**src/sv/smlt_pkg.sv**
```systemverilog
`default_nettype none
// ----------------------------------------------------------------------------
// smlt_pkg: shared definitions of the source MAC learning table
// Table size, field widths, command codes, controller states and the
// control bundle that the controller broadcasts along the row of cells.
// ----------------------------------------------------------------------------
package smlt_pkg;

	// table geometry
	localparam int DEPTH  = 64;
	localparam int LANES  = 8;
	localparam int GROUPS = (DEPTH + LANES - 1) / LANES;

	// field widths
	localparam int MAC_W  = 48;
	localparam int IDX_W  = 6;
	localparam int FILL_W = 7;
	localparam int CNT_W  = $clog2(DEPTH + 1);
	localparam int SCAN_W = $clog2(GROUPS + 1);

	// request commands
	typedef enum logic {
		CMD_LEARN = 1'b0,
		CMD_READ  = 1'b1
	} cmd_t;

	// controller states
	typedef enum logic [1:0] {
		ST_IDLE,
		ST_LOAD,
		ST_SCAN,
		ST_DONE
	} state_t;

	// broadcast control for every cell of the row
	typedef struct packed {
		logic             load;
		logic             scan;
		logic             wr_new;
		logic             wr_shift;
		logic             is_read;
		logic [MAC_W-1:0] mac;
	} cell_ctl_t;

endpackage
`default_nettype wire

```
**src/sv/smlt_cell.sv**
```systemverilog
`default_nettype none
// ----------------------------------------------------------------------------
// smlt_cell: one entry of the learning table
// Holds one MAC, compares it against the broadcast address, and keeps a tap
// (flag and data) that moves down the row toward the collector.
// ----------------------------------------------------------------------------
module smlt_cell (
	input  wire logic                       clk,
	input  wire smlt_pkg::cell_ctl_t        ctl,
	input  wire logic                       sel,
	input  wire logic                       valid,
	input  wire logic                       append,
	input  wire logic [smlt_pkg::MAC_W-1:0] next_mac,
	input  wire logic                       tap_flag_in,
	input  wire logic [smlt_pkg::MAC_W-1:0] tap_data_in,
	output logic      [smlt_pkg::MAC_W-1:0] mac,
	output logic                            tap_flag,
	output logic      [smlt_pkg::MAC_W-1:0] tap_data
);
	import smlt_pkg::*;

	logic [MAC_W-1:0] mac_q;
	logic             tap_flag_q;
	logic [MAC_W-1:0] tap_data_q;
	logic             match;
	logic             picked;

	// address compare and position select
	assign match  = valid && (mac_q == ctl.mac);
	assign picked = valid && sel;

	// tap: capture this cell's answer, then pass along the row
	always_ff @(posedge clk) begin
		if (ctl.load) begin
			tap_flag_q <= ctl.is_read ? picked : match;
			tap_data_q <= (ctl.is_read && picked) ? mac_q : '0;
		end else if (ctl.scan) begin
			tap_flag_q <= tap_flag_in;
			tap_data_q <= tap_data_in;
		end
	end

	// entry: append at the tail, or move one place toward the oldest end
	always_ff @(posedge clk) begin
		if (ctl.wr_new && append) begin
			mac_q <= ctl.mac;
		end else if (ctl.wr_shift) begin
			mac_q <= next_mac;
		end
	end

	assign mac      = mac_q;
	assign tap_flag = tap_flag_q;
	assign tap_data = tap_data_q;

endmodule
`default_nettype wire

```
**config.mk**
```make
export PLATFORM = sky130hd
export DESIGN_NAME = smlt_cell
export DESIGN_NICKNAME = d
export VERILOG_FILES = /design/src/sv/smlt_pkg.sv /design/src/sv/smlt_cell.sv
export SDC_FILE = /design/constraint.sdc
export NUM_CORES = 1
export LEC_CHECK = 0
export ABC_CLOCK_PERIOD_IN_PS = 4300
export BUFFER_PORTS_ARGS = -buffer_cell sky130_fd_sc_hd__clkbuf_2
export CAP_MARGIN = 40
export CORE_ASPECT_RATIO = 1.1
export CORE_UTILIZATION = 49
export DETAILED_ROUTE_END_ITERATION = 6
export GPL_ROUTABILITY_DRIVEN = 0
export GPL_TIMING_DRIVEN = 0
export PLACE_DENSITY_LB_ADDON = 0.25
export SETUP_SLACK_MARGIN = 0.05
export SLEW_MARGIN = 25
export SYNTH_ARGS = -nofsm -noshare
export SYNTH_HDL_FRONTEND = slang
export SYNTH_SLANG_ARGS = --single-unit
```
**constraint.sdc**
```tcl
create_clock -name clk -period 4.3 [get_ports clk]
set_input_delay 0.215 -clock clk [delete_from_list [all_inputs] [get_ports clk]]
set_output_delay 0.215 -clock clk [all_outputs]
set_load 0.05 [all_outputs]
```
# Yosys cells after proc, flatten, opt, wreduce, memory -nomap -nowiden
# Index checks and enable logic that the tools add are counted.
# totals
ff_bits	97
memories	0
inputBits	154
ram_bits	0
latch_bits	0
word_cells	18
rom_bits	0
# classes
n_lt_le_gt_ge	0
addsub	0
n_mul	0
shift	0
reduce_logical	6
eq_ne	1
n_div	0
n_mux	8
bitwise	0
# op_table
cell	n
two-way mux 48 bit	5
equality test 48 bit	1
logical AND 1 bit	4
nonzero test 2 bit	2
two-way mux 1 bit	3

# Depth between registers and ports, before layout
# Gate-level depths: netlist of the first run.
# logic_depth
depth_word	4
mapped_depth	6
ltp_nobuf	5

# Least setup slack after synthesis of the first run
# OpenSTA, ideal clock, no wires.
# synth_path
path_kind	input-to-reg
from	input port ctl[50] (netlist name)
to	register mac_q[0], in the netlist mac[0], enable pin
t_arrival_ns	1.598
path_stages	3
required_ns	3.887
path_slack_ns	2.289
path_cell_list	nand2_1 -> buf_2 -> nand2b_1
# synth_between
elab_chain_cells	2
# synth_rtl
item	line_no	source
start, declared	smlt_cell.sv:9	input wire smlt_pkg::cell_ctl_t ctl,
logical AND 1 bit	smlt_cell.sv:45	if (ctl.wr_new && append) begin
nonzero test 2 bit (no source line)	n/a	
end signal, assigned	smlt_cell.sv:46	mac_q <= ctl.mac;
end signal, assigned	smlt_cell.sv:48	mac_q <= next_mac;
end, declared	smlt_cell.sv:22	logic [MAC_W-1:0] mac_q;
# Every way passes these cells.
# A chain may end at the register's enable or synchronous reset.

# Final worst setup path of the first run
# layout_path
from	register mac_q[44], in the netlist mac[44]
to	register tap_flag_q, in the netlist tap_flag, data pin
# layout_between
elab_chain_cells	4
# layout_rtl
item	line_no	source
equality test 48 bit	smlt_cell.sv:29	assign match = valid && (mac_q == ctl.mac);
logical AND 1 bit	smlt_cell.sv:29	
two-way mux 1 bit	smlt_cell.sv:35	tap_flag_q <= ctl.is_read ? picked : match;
two-way mux 1 bit	smlt_cell.sv:34	if (ctl.load) begin
end signal, assigned	smlt_cell.sv:35	
end signal, assigned	smlt_cell.sv:38	tap_flag_q <= tap_flag_in;
end, declared	smlt_cell.sv:23	logic tap_flag_q;
# Every way passes these cells.

==> key figures, run 1 <==
STA
  • Total negative setup slack: 0 ps
  • Final Cycle Share: 43.2%
  • Final setup viols: 0
  • Least-Margin Pin Slew: 714 ps
  • Clock skew: 6.37 ps
  • Slew Limit Fails: 0
  • Endpoints failing hold: 0
  • Min Tclk post-route: 1860 ps
  • Unrepaired setup endpoints after global routing: no
  • WHS: 143 ps
  • Fmax: 0.538 GHz
  • Max_slew headroom: 52.4%

Worst setup path
  • Setup CP Type: flop to flop
  • CP required: 4500 ps
  • Worst-path fanout max: 3
  • CP arrival: 2050 ps
  • Critical Path End Type: flop
  • Startpoint Class: flop

Detailed routing
  • Vias per std cell: 5.13
  • Vias after detailed routing: 3667
  • Post-Route WL: 13200 um
  • DR iter-0 viols: 148
  • Number of routed nets with antenna violations: 0
  • First-pass DRT Iterations: 5
  • DRC violations left: 0
  • Drt wl/cell: 18.5 um

Synth
  • Syn_nets: 487
  • Cell count after synthesis: 333
  • Yosys reg bits: 97
  • Mapped Area: 4790 um^2
  • Sequential share of the synthesized area: 60.8%
  • Synth unique cells: 26
  • Mapped Avg Cell Area: 14.4 um^2
  • Ys Warns: 0

GRT
  • Initial antenna violation count: 0
  • Total grt overflow: 0
  • Largest net degree at the start of global routing: 50
  • First-pass GRT wire length: 19500 um
  • Vias in the first global route: 3780
  • Gr usage total: 26.8%

Floorplan
  • Die ar.: 10200 um^2
  • Site Rows: 37
  • Die W: 96.3 um
  • CORE AREA: 9440 um^2
  • Starting Density: 50.8%
  • Num ports: 251
  • Die Y: 106 um

CTS
  • Reg clk slew, reported paths: 90 ps
  • Skew-Pair Late Insertion Delay: 360 ps
  • # hold bufs at CTS: 0
  • CTS sink cnt: 97
  • Clk buf depth: 2
  • Post-CTS Resized: 0
  • Post-CTS Setup Inserts: 0
  • CTS Root Cell: clkbuf_8
  • TritonCTS buffer count: 9
  • H-tree Lvls: 3
  • CTS tree: done

Flow run
  • Max-cap viol count: 0

Layout
  • Ant diodes: 0
  • Fillcell total: 747
  • Final-stage net count: 747
  • Layout cell share with drive strength beyond 1: 54.5%
  • Synth-to-Final Area Change: 32.5%

Pwr
  • Overall power: 2.53 mW
  • IR Drop Worst-Case VDD: 0.194 mV
  • Leakage power: 2.95 nW
  • PD cells: 398 nW/um^2

Placed design
  • Post-DP HPWL: 10200 um
  • PortBufs: 249

Min path
  • HP Class: primary input to flop

Run status
  • Status: finished, final reports clean
==> power breakdown <==
| group | leakage [nW] | internal, mW | switching [mW] |
|---|---|---|---|
| clock | 0.0735 | 0.204 | 0.305 |
| combinational | 1.87 | 0.226 | 0.561 |
| sequential | 1.01 | 1.17 | 0.0632 |
==> metrics by stage <==
stage / area (um^2) / utilization (%) / std cells / setup slack, ps
after floorplan: 4790 / - / 333 / 2290
after global placement: 6190 / 65.5 / 699 / 1460
after detailed placement: 6200 / 65.6 / 699 / 2400
after CTS: 6350 / 67.2 / 715 / 2430
after global routing: 6350 / 67.2 / 715 / 2390
final: 6350 / 67.2 / 715 / 2440
==> critical path, stage by stage, from the launching register on <==
cell	delay [ps]
edfxtp_1	430
xnor2_1	310
nand4_1	150
nor4_1	400
nand3_1	150
o32ai_2	270
==> synthesized netlist by cell type <==
| library cell | count | share of area (%) |
|---|---|---|
| nand2_1 | 2 | 0.16 |
| nand2b_1 | 1 | 0.13 |
| clkbuf_1 | 3 | 0.23 |
| a31oi_1 | 1 | 0.13 |
| xnor2_1 | 22 | 4.0 |
| o32ai_2 | 1 | 0.34 |
| edfxtp_1 | 97 | 61 |
| nand4_1 | 7 | 0.91 |
| a211oi_1 | 1 | 0.16 |
| o22ai_1 | 1 | 0.13 |
| nor4_2 | 1 | 0.26 |
| nand3_1 | 1 | 0.10 |
| nor2_1 | 50 | 3.9 |
| buf_4 | 2 | 0.31 |
| buf_2 | 11 | 1.1 |
| nor4_1 | 5 | 0.65 |
| o21ai_0 | 1 | 0.10 |
| a22o_1 | 1 | 0.18 |
| inv_2 | 2 | 0.16 |
| nor4b_1 | 1 | 0.18 |
| inv_1 | 2 | 0.16 |
| xor2_1 | 23 | 4.2 |
| mux2i_1 | 48 | 10 |
| nor4_4 | 1 | 0.44 |
| mux2_2 | 47 | 11 |
| or2_2 | 1 | 0.13 |
==> worst paths after layout <==
path	end	from	cells after the start	slack, ps
max	tap_flag	mac[44]	5	2440
min	mac[33]	next_mac[33]	3	140
max reg2reg	tap_flag	mac[44]	5	2440
min reg2reg	tap_data[35]	mac[35]	2	650
==> metal layers <==
metal	wire (um)	vias up	GRT usage [%]
li1	-	1751	-
met1	5020	1711	31.0
met2	6900	182	46.1
met3	947	23	6.13
met4	374	0	12.5
met5	0	-	0
==> cells in the final DEF (no fill, tap or decap), drive strengths merged <==
cell type and n:
clkinv 4, a31oi 1, nor4b 1, mux2 47, edfxtp 97, nand3 1
or2 1, nand4 7, nand2 2, o32ai 1, nor4 7, mux2i 48
clkbuf 263, xor2 23, xnor2 22, nand2b 1, o22ai 1, inv 4
a211oi 1, nor2 50, o21ai 1, clkinvlp 1, buf 13, a22o 1
==> cell type report <==
cell class	instances	area [um^2]	share of cell area, %
sequential	97	2910	45.9
clock inverter	5	22.5	0.355
multi-input combinational	216	1790	28.3
tap	117	146	2.31
timing repair buffer	249	1250	19.6
inverter	4	15.0	0.236
buffer	16	81.3	1.28
clock buffer	11	131	2.07
==> cells by family (layout without fill, tap and decap cells) <==
family                 after synthesis  in the layout  share of synthesized area, %
XOR/XNOR                            45             45                          8.22
buffers and inverters               20            285                          2.01
flip-flops                          97             97                          60.8
AO/OA/AOI/OAI                        6              6                          1.04
AND/OR/NAND/NOR                     70             70                          6.89
multiplexers                        95             95                          21.1
==> flip-flops by register name, indices dropped and copies added (netlist names) <==
register,count
tap_flag,1
mac,48
tap_data,48
(Power assumes the default switching activity.)
==> run 2: changes to the inputs <==
- ABC_CLOCK_PERIOD_IN_PS: 4300 -> 1500
- CORE_UTILIZATION: 49 -> 41
- clock period: 4.3 -> 1.5 ns (I/O delays scaled with it)
==> run 2 against run 1 <==
Against the previous run: the flow now finishes with violations (negative setup slack); largest cell class unchanged; sequential share of layout area down 1.9 points; design area grew 4.4%; critical path type unchanged; largest power group unchanged; sequential power grew to 2.9 times the previous value; worst setup slack got worse by 2600 ps; register-to-register slack worse by 2600 ps; highest routed layer unchanged.
==> key figures, run 2 (synthesis results as in run 1) <==
Flow run
  • Max-cap viol count: 0 (unchanged)

Worst setup path
  • Crit-path slowest cell: edfxtp_1
  • CP Cell Sequence: xnor2_2, nand4_1, nor4_4, nand3_2, o32ai_2
  • CP arrival: 1810 ps (-240 ps)
  • Reg-to-Reg Start: mac[36]
  • Worst-path fanout max: 3 (unchanged)
  • Critical Path End Type: flop
  • CP required: 1670 ps (-2830 ps)
  • Crit Reg-Reg Endpoint: tap_flag
  • Max stage delay on crit path: 450 ps (+20 ps)
  • CP Buf/Inv Count: 0 (unchanged)
  • Worst reg2reg setup slack: -140 ps (-2580 ps)
  • Startpoint Class: flop
  • CP delay by family, top: simple AND/OR/NAND/NOR gates
  • Setup CP Type: flop to flop
  • Worst R2R Path Depth: 5 (unchanged)

Layout
  • Layout cell share with drive strength beyond 1: 56.8% (+2.3 points)
  • Final-stage net count: 758 (+1.5%)
  • Most common cell after layout, fill and taps aside: clkbuf_2
  • Synth-to-Final Area Change: 38.3%
  • Post-route cell area: 6630 um^2 (+4.4%)
  • Ant diodes: 0 (unchanged)
  • Layout Cells excl Fill: 759 (+6.2%)
  • Commonest non-fill, non-tap cells in the layout: clkbuf_2 (249), edfxtp_1 (97), nor2_1 (50), mux2i_1 (48), mux2_2 (47)

Min path
  • Min-Delay Startpoint: next_mac[33]
  • Hold Crit Endpoint: mac[33]
  • HP Class: primary input to flop
  • Min-Delay Path Depth: 3 (unchanged)

STA
  • Final setup viols: 1 (+1)
  • Final Cycle Share: 109% (+66 points)
  • Least-Margin Pin Slew: 717 ps (+3.04 ps)
  • Unrepaired setup endpoints after global routing: yes
  • Max_slew headroom: 52.2% (-0.20 points)
  • Fin worst setup slack: -140 ps (-2580 ps)
  • Endpoints failing hold: 0 (unchanged)
  • Min Tclk post-route: 1640 ps (-218 ps)
  • Slew Limit Fails: 0 (unchanged)
  • Fmax: 0.610 GHz (+13%)
  • Clock skew: 4.72 ps (-1.64 ps)

Pwr
  • Overall power: 7.94 mW (+210%)
  • Leakage power: 3.07 nW (+4.1%)
  • IR Drop Worst-Case VDD: 0.518 mV (+170%)
  • PD cells: 1200 nW/um^2 (+200%)

CTS
  • Reg clk slew, reported paths: 70 ps (-20 ps)
  • Clk buf depth: 2 (unchanged)
  • TritonCTS buffer count: 9 (unchanged)
  • CTS tree: done
  • H-tree Lvls: 3 (unchanged)
  • Skew-Pair Late Insertion Delay: 340 ps (-20 ps)
  • CTS sink cnt: 97 (unchanged)
  • # hold bufs at CTS: 0 (unchanged)
  • CTS Root Cell: clkbuf_16

Floorplan
  • Die ar.: 12100 um^2 (+19%)
  • Die W: 105 um (+9.1%)
  • Starting Density: 41.9% (-8.9 points)
  • Site Rows: 41 (+11%)
  • Num ports: 251 (unchanged)
  • CORE AREA: 11400 um^2 (+21%)
  • Die Y: 115 um (+9.1%)

Detailed routing
  • Vias after detailed routing: 3720 (+1.4%)
  • Post-Route WL: 13800 um (+4.4%)
  • Number of routed nets with antenna violations: 0 (unchanged)
  • First-pass DRT Iterations: 4 (-1)
  • DR iter-0 viols: 115 (-22%)
  • Drt wl/cell: 18.2 um (-1.7%)
  • Vias per std cell: 4.90 (-4.4%)
  • DRC violations left: 0 (unchanged)

GRT
  • Initial antenna violation count: 0 (unchanged)
  • Total grt overflow: 0 (unchanged)
  • Gr usage total: 22.4% (-4.4 points)
  • Vias in the first global route: 3676 (-2.8%)
  • First-pass GRT wire length: 19800 um (+1.5%)
  • Largest net degree at the start of global routing: 49 (-2.0%)

Run status
  • Status: finished, violations left
  • Violated checks: negative setup slack

Placed design
  • Dpl ws: -324 ps (-2720 ps)
  • Placed Cells: 732 (+4.7%)
  • PortBufs: 249 (unchanged)
  • Post-DP HPWL: 10100 um (-0.80%)
  • Placed instance area: 6240 um^2 (+0.67%)
run 2: layout make-up:
type	instances	area, um^2
Multi-Input combinational cell	217	1850
Fill cell	972	4810
Clock inverter	4	20.0
Timing Repair Buffer	259	1320
Clock buffer	12	236
Sequential cell	97	2910
Inverter	4	15.0
Buffer	16	81.3
Tap cell	150	188
run 2: tightest hold or removal path, delay by kind of cell:
kind | cells | cell delay [ps]
simple gates | 1 | 40
compound gates | 1 | 60
buf+inv | 1 | 80
run 2: worst max-delay path by stage:
stage                       start           to  slack [ps]  depth (start not counted)
final                     mac[36]     tap_flag        -140                          5
after global routing      mac[13]     tap_flag        -260                          5
after CTS                  mac[2]     tap_flag        -160                          5
after detailed placement  ctl[52]  tap_data[3]        -320                          4
after global placement    ctl[50]       mac[2]        -400                          4
after floorplan            mac[0]     tap_flag        -150                          4
run 2: repair_timing:
action	4_1_cts	5_1_grt
setup buffers	6	4
resized for setup	5	3
cloned	1	0
setup endpoints to repair	50	1
pin swaps	8	8
run 2: metal layers:
| layer | vias up | part of all wire, % | GRT usage (%) |
|---|---|---|---|
| met3 | 27 | 4.5 | 3.68 |
| li1 | 1771 | - | - |
| met2 | 156 | 53 | 40.2 |
| met4 | 0 | 2.9 | 10.9 |
| met5 | - | 0 | 0 |
| met1 | 1766 | 40 | 26.2 |
run 2: stage by stage:
step	utilization, %	TNS [ps]	hold slack [ps]
after floorplan	-	-149	262
after global placement	54.5	-32670	374
after detailed placement	54.5	-16000	375
after CTS	57.5	-162	28.2
after global routing	57.9	-261	34.7
final	57.9	-140	28.0
run 2: where the power goes:
group | switching, mW | internal (mW)
sequential | 0.183 | 3.35
combinational | 1.63 | 0.696
clock | 0.963 | 1.11
total | 2.78 | 5.16
==> run 3: changes to the inputs <==
- BUFFER_PORTS_ARGS: -buffer_cell sky130_fd_sc_hd__clkbuf_2 -> not set
- CORE_UTILIZATION: 41 -> 50
- CTS_CLUSTER_SIZE: not set -> 40
- DONT_BUFFER_PORTS: not set -> 1
==> run 3 against run 2 <==
Against the previous run: the flow now stops in clock tree synthesis (4_1_cts); synthesized area did not move; synthesized cell count did not move.
==> key figures, run 3 <==
Run status
  • Status: stopped before the end
  • Stopped at: clock tree synthesis (4_1_cts)
  • Run Error: [ERROR RSZ-0060] Max buffer count reached.

Placed design
  • Placed Cells: 450 (-39%)
  • PortBufs: 0 (-100%)
  • Post-DP HPWL: 8840 um (-13%)

Synth
  • Async SR Flop Fraction: 0% (unchanged)
  • Synth unique cells: 26 (unchanged)
  • Syn_nets: 487 (unchanged)
  • Largest cells by area after synthesis: edfxtp_1 (61%), mux2_2 (11%), mux2i_1 (10%), xor2_1 (4.2%), xnor2_1 (4.0%)
  • Cell count after synthesis: 333 (unchanged)
  • Mapped Area: 4790 um^2 (unchanged)
  • Synth area leader: edfxtp_1
  • Most common cell in the netlist: edfxtp_1
  • List of most frequent post-synthesis cells: edfxtp_1 (97), nor2_1 (50), mux2i_1 (48), mux2_2 (47), xor2_1 (23)
  • Yosys top cell area share: 60.8% (unchanged)
  • Mapped Avg Cell Area: 14.4 um^2 (unchanged)
  • Ys Warns: 0 (unchanged)
  • Post-synth EDFFs: 97 (unchanged)
  • Yosys reg bits: 97 (unchanged)
  • Ys flop type: edfxtp_1
  • Sequential share of the synthesized area: 60.8% (unchanged)

Floorplan
  • Num ports: 251 (unchanged)
  • Die W: 95.4 um (-9.3%)
  • Site Rows: 37 (-9.8%)
  • Die Y: 105 um (-9.3%)
  • Starting Density: 51.3% (+9.4 points)

CTS
  • CTS Root Cell: clkbuf_8
  • # hold bufs at CTS: 101 (+101)
  • Post-CTS Resized: 3 (-2)
  • CTS sink cnt: 97 (unchanged)
  • TritonCTS buffer count: 9 (unchanged)
  • Clk buf depth: 2 (unchanged)
  • H-tree Lvls: 3 (unchanged)
  • Post-CTS Setup Inserts: 0 (-6)
## run 3: stage by stage
stage          cell area, um^2  worst slack [ps]  utilization [%]
3_3_place_gp              4940              -582             52.9
3_5_place_dp              4950              -608             52.9
2_1_floorplan             4800              -149                -
## run 3: cell families after synthesis
| group | share of synthesized area (%) |
|---|---|
| xor+xnor | 8.22 |
| buf+inv | 2.01 |
| simple gates | 6.89 |
| flops | 60.8 |
| mux | 21.1 |
| compound gates | 1.04 |
==> run 4: changes to the inputs <==
- ABC_CLOCK_PERIOD_IN_PS: 1500 -> 1950
- CORE_ASPECT_RATIO: 1.1 -> not set
- CORE_UTILIZATION: 50 -> 35
- CTS_CLUSTER_SIZE: 40 -> not set
- PLACE_DENSITY_LB_ADDON: 0.25 -> 0.15
- SETUP_SLACK_MARGIN: 0.05 -> not set
- clock period: 1.5 -> 1.95 ns (I/O delays scaled with it)
==> run 4 against run 3 <==
Against the previous run: the run again fails in clock tree synthesis (4_1_cts); synthesized area is the same; synthesized cell count is the same.
==> key figures, run 4 <==
CTS
  • H-tree Lvls: 3 (unchanged)
  • TritonCTS buffer count: 9 (unchanged)
  • Clk buf depth: 2 (unchanged)
  • # hold bufs at CTS: 105 (+4.0%)
  • Post-CTS Setup Inserts: 0 (unchanged)
  • Post-CTS Resized: 6 (+3)
  • CTS sink cnt: 97 (unchanged)
  • CTS Root Cell: clkbuf_16

Synth
  • Ys flop type: edfxtp_1
  • Yosys reg bits: 97 (unchanged)
  • Synth unique cells: 26 (unchanged)
  • Yosys top cell area share: 60.8% (unchanged)
  • Syn_nets: 487 (unchanged)
  • Largest cells by area after synthesis: edfxtp_1 (61%), mux2_2 (11%), mux2i_1 (10%), xor2_1 (4.2%), xnor2_1 (4.0%)
  • Ys Warns: 0 (unchanged)
  • Synth area leader: edfxtp_1
  • Most common cell in the netlist: edfxtp_1
  • Async SR Flop Fraction: 0% (unchanged)
  • Post-synth EDFFs: 97 (unchanged)
  • Mapped Area: 4790 um^2 (unchanged)
  • List of most frequent post-synthesis cells: edfxtp_1 (97), nor2_1 (50), mux2i_1 (48), mux2_2 (47), xor2_1 (23)
  • Cell count after synthesis: 333 (unchanged)
  • Mapped Avg Cell Area: 14.4 um^2 (unchanged)
  • Sequential share of the synthesized area: 60.8% (unchanged)

Run status
  • Run Error: [ERROR RSZ-0060] Max buffer count reached.
  • Status: stopped before the end
  • Stopped at: clock tree synthesis (4_1_cts)

Floorplan
  • Starting Density: 36.1% (-15 points)
  • Die Y: 119 um (+14%)
  • Die W: 119 um (+25%)
  • Num ports: 251 (unchanged)
  • Site Rows: 42 (+14%)

Placed design
  • Placed instance area: 5040 um^2 (+1.9%)
  • Dpl ws: -295 ps (+313 ps)
  • PortBufs: 0 (unchanged)
  • Post-DP HPWL: 10100 um (+14%)
run 4: cell counts after synthesis:
No cell type changed its count.
run 4: per-stage QoR:
step | std cells | TNS (ps) | utilization (%)
after floorplan | 333 | 0 | -
after global placement | 509 | -56340 | 37.7
after detailed placement | 510 | -295 | 37.9
run 4: logic make-up after synthesis:
| family | after synthesis | share of synthesized area, % |
|---|---|---|
| flip-flops | 97 | 60.8 |
| multiplexers | 95 | 21.1 |
| AND/OR/NAND/NOR | 70 | 6.89 |
| XOR/XNOR | 45 | 8.22 |
| buffers and inverters | 20 | 2.01 |
| AO/OA/AOI/OAI | 6 | 1.04 |
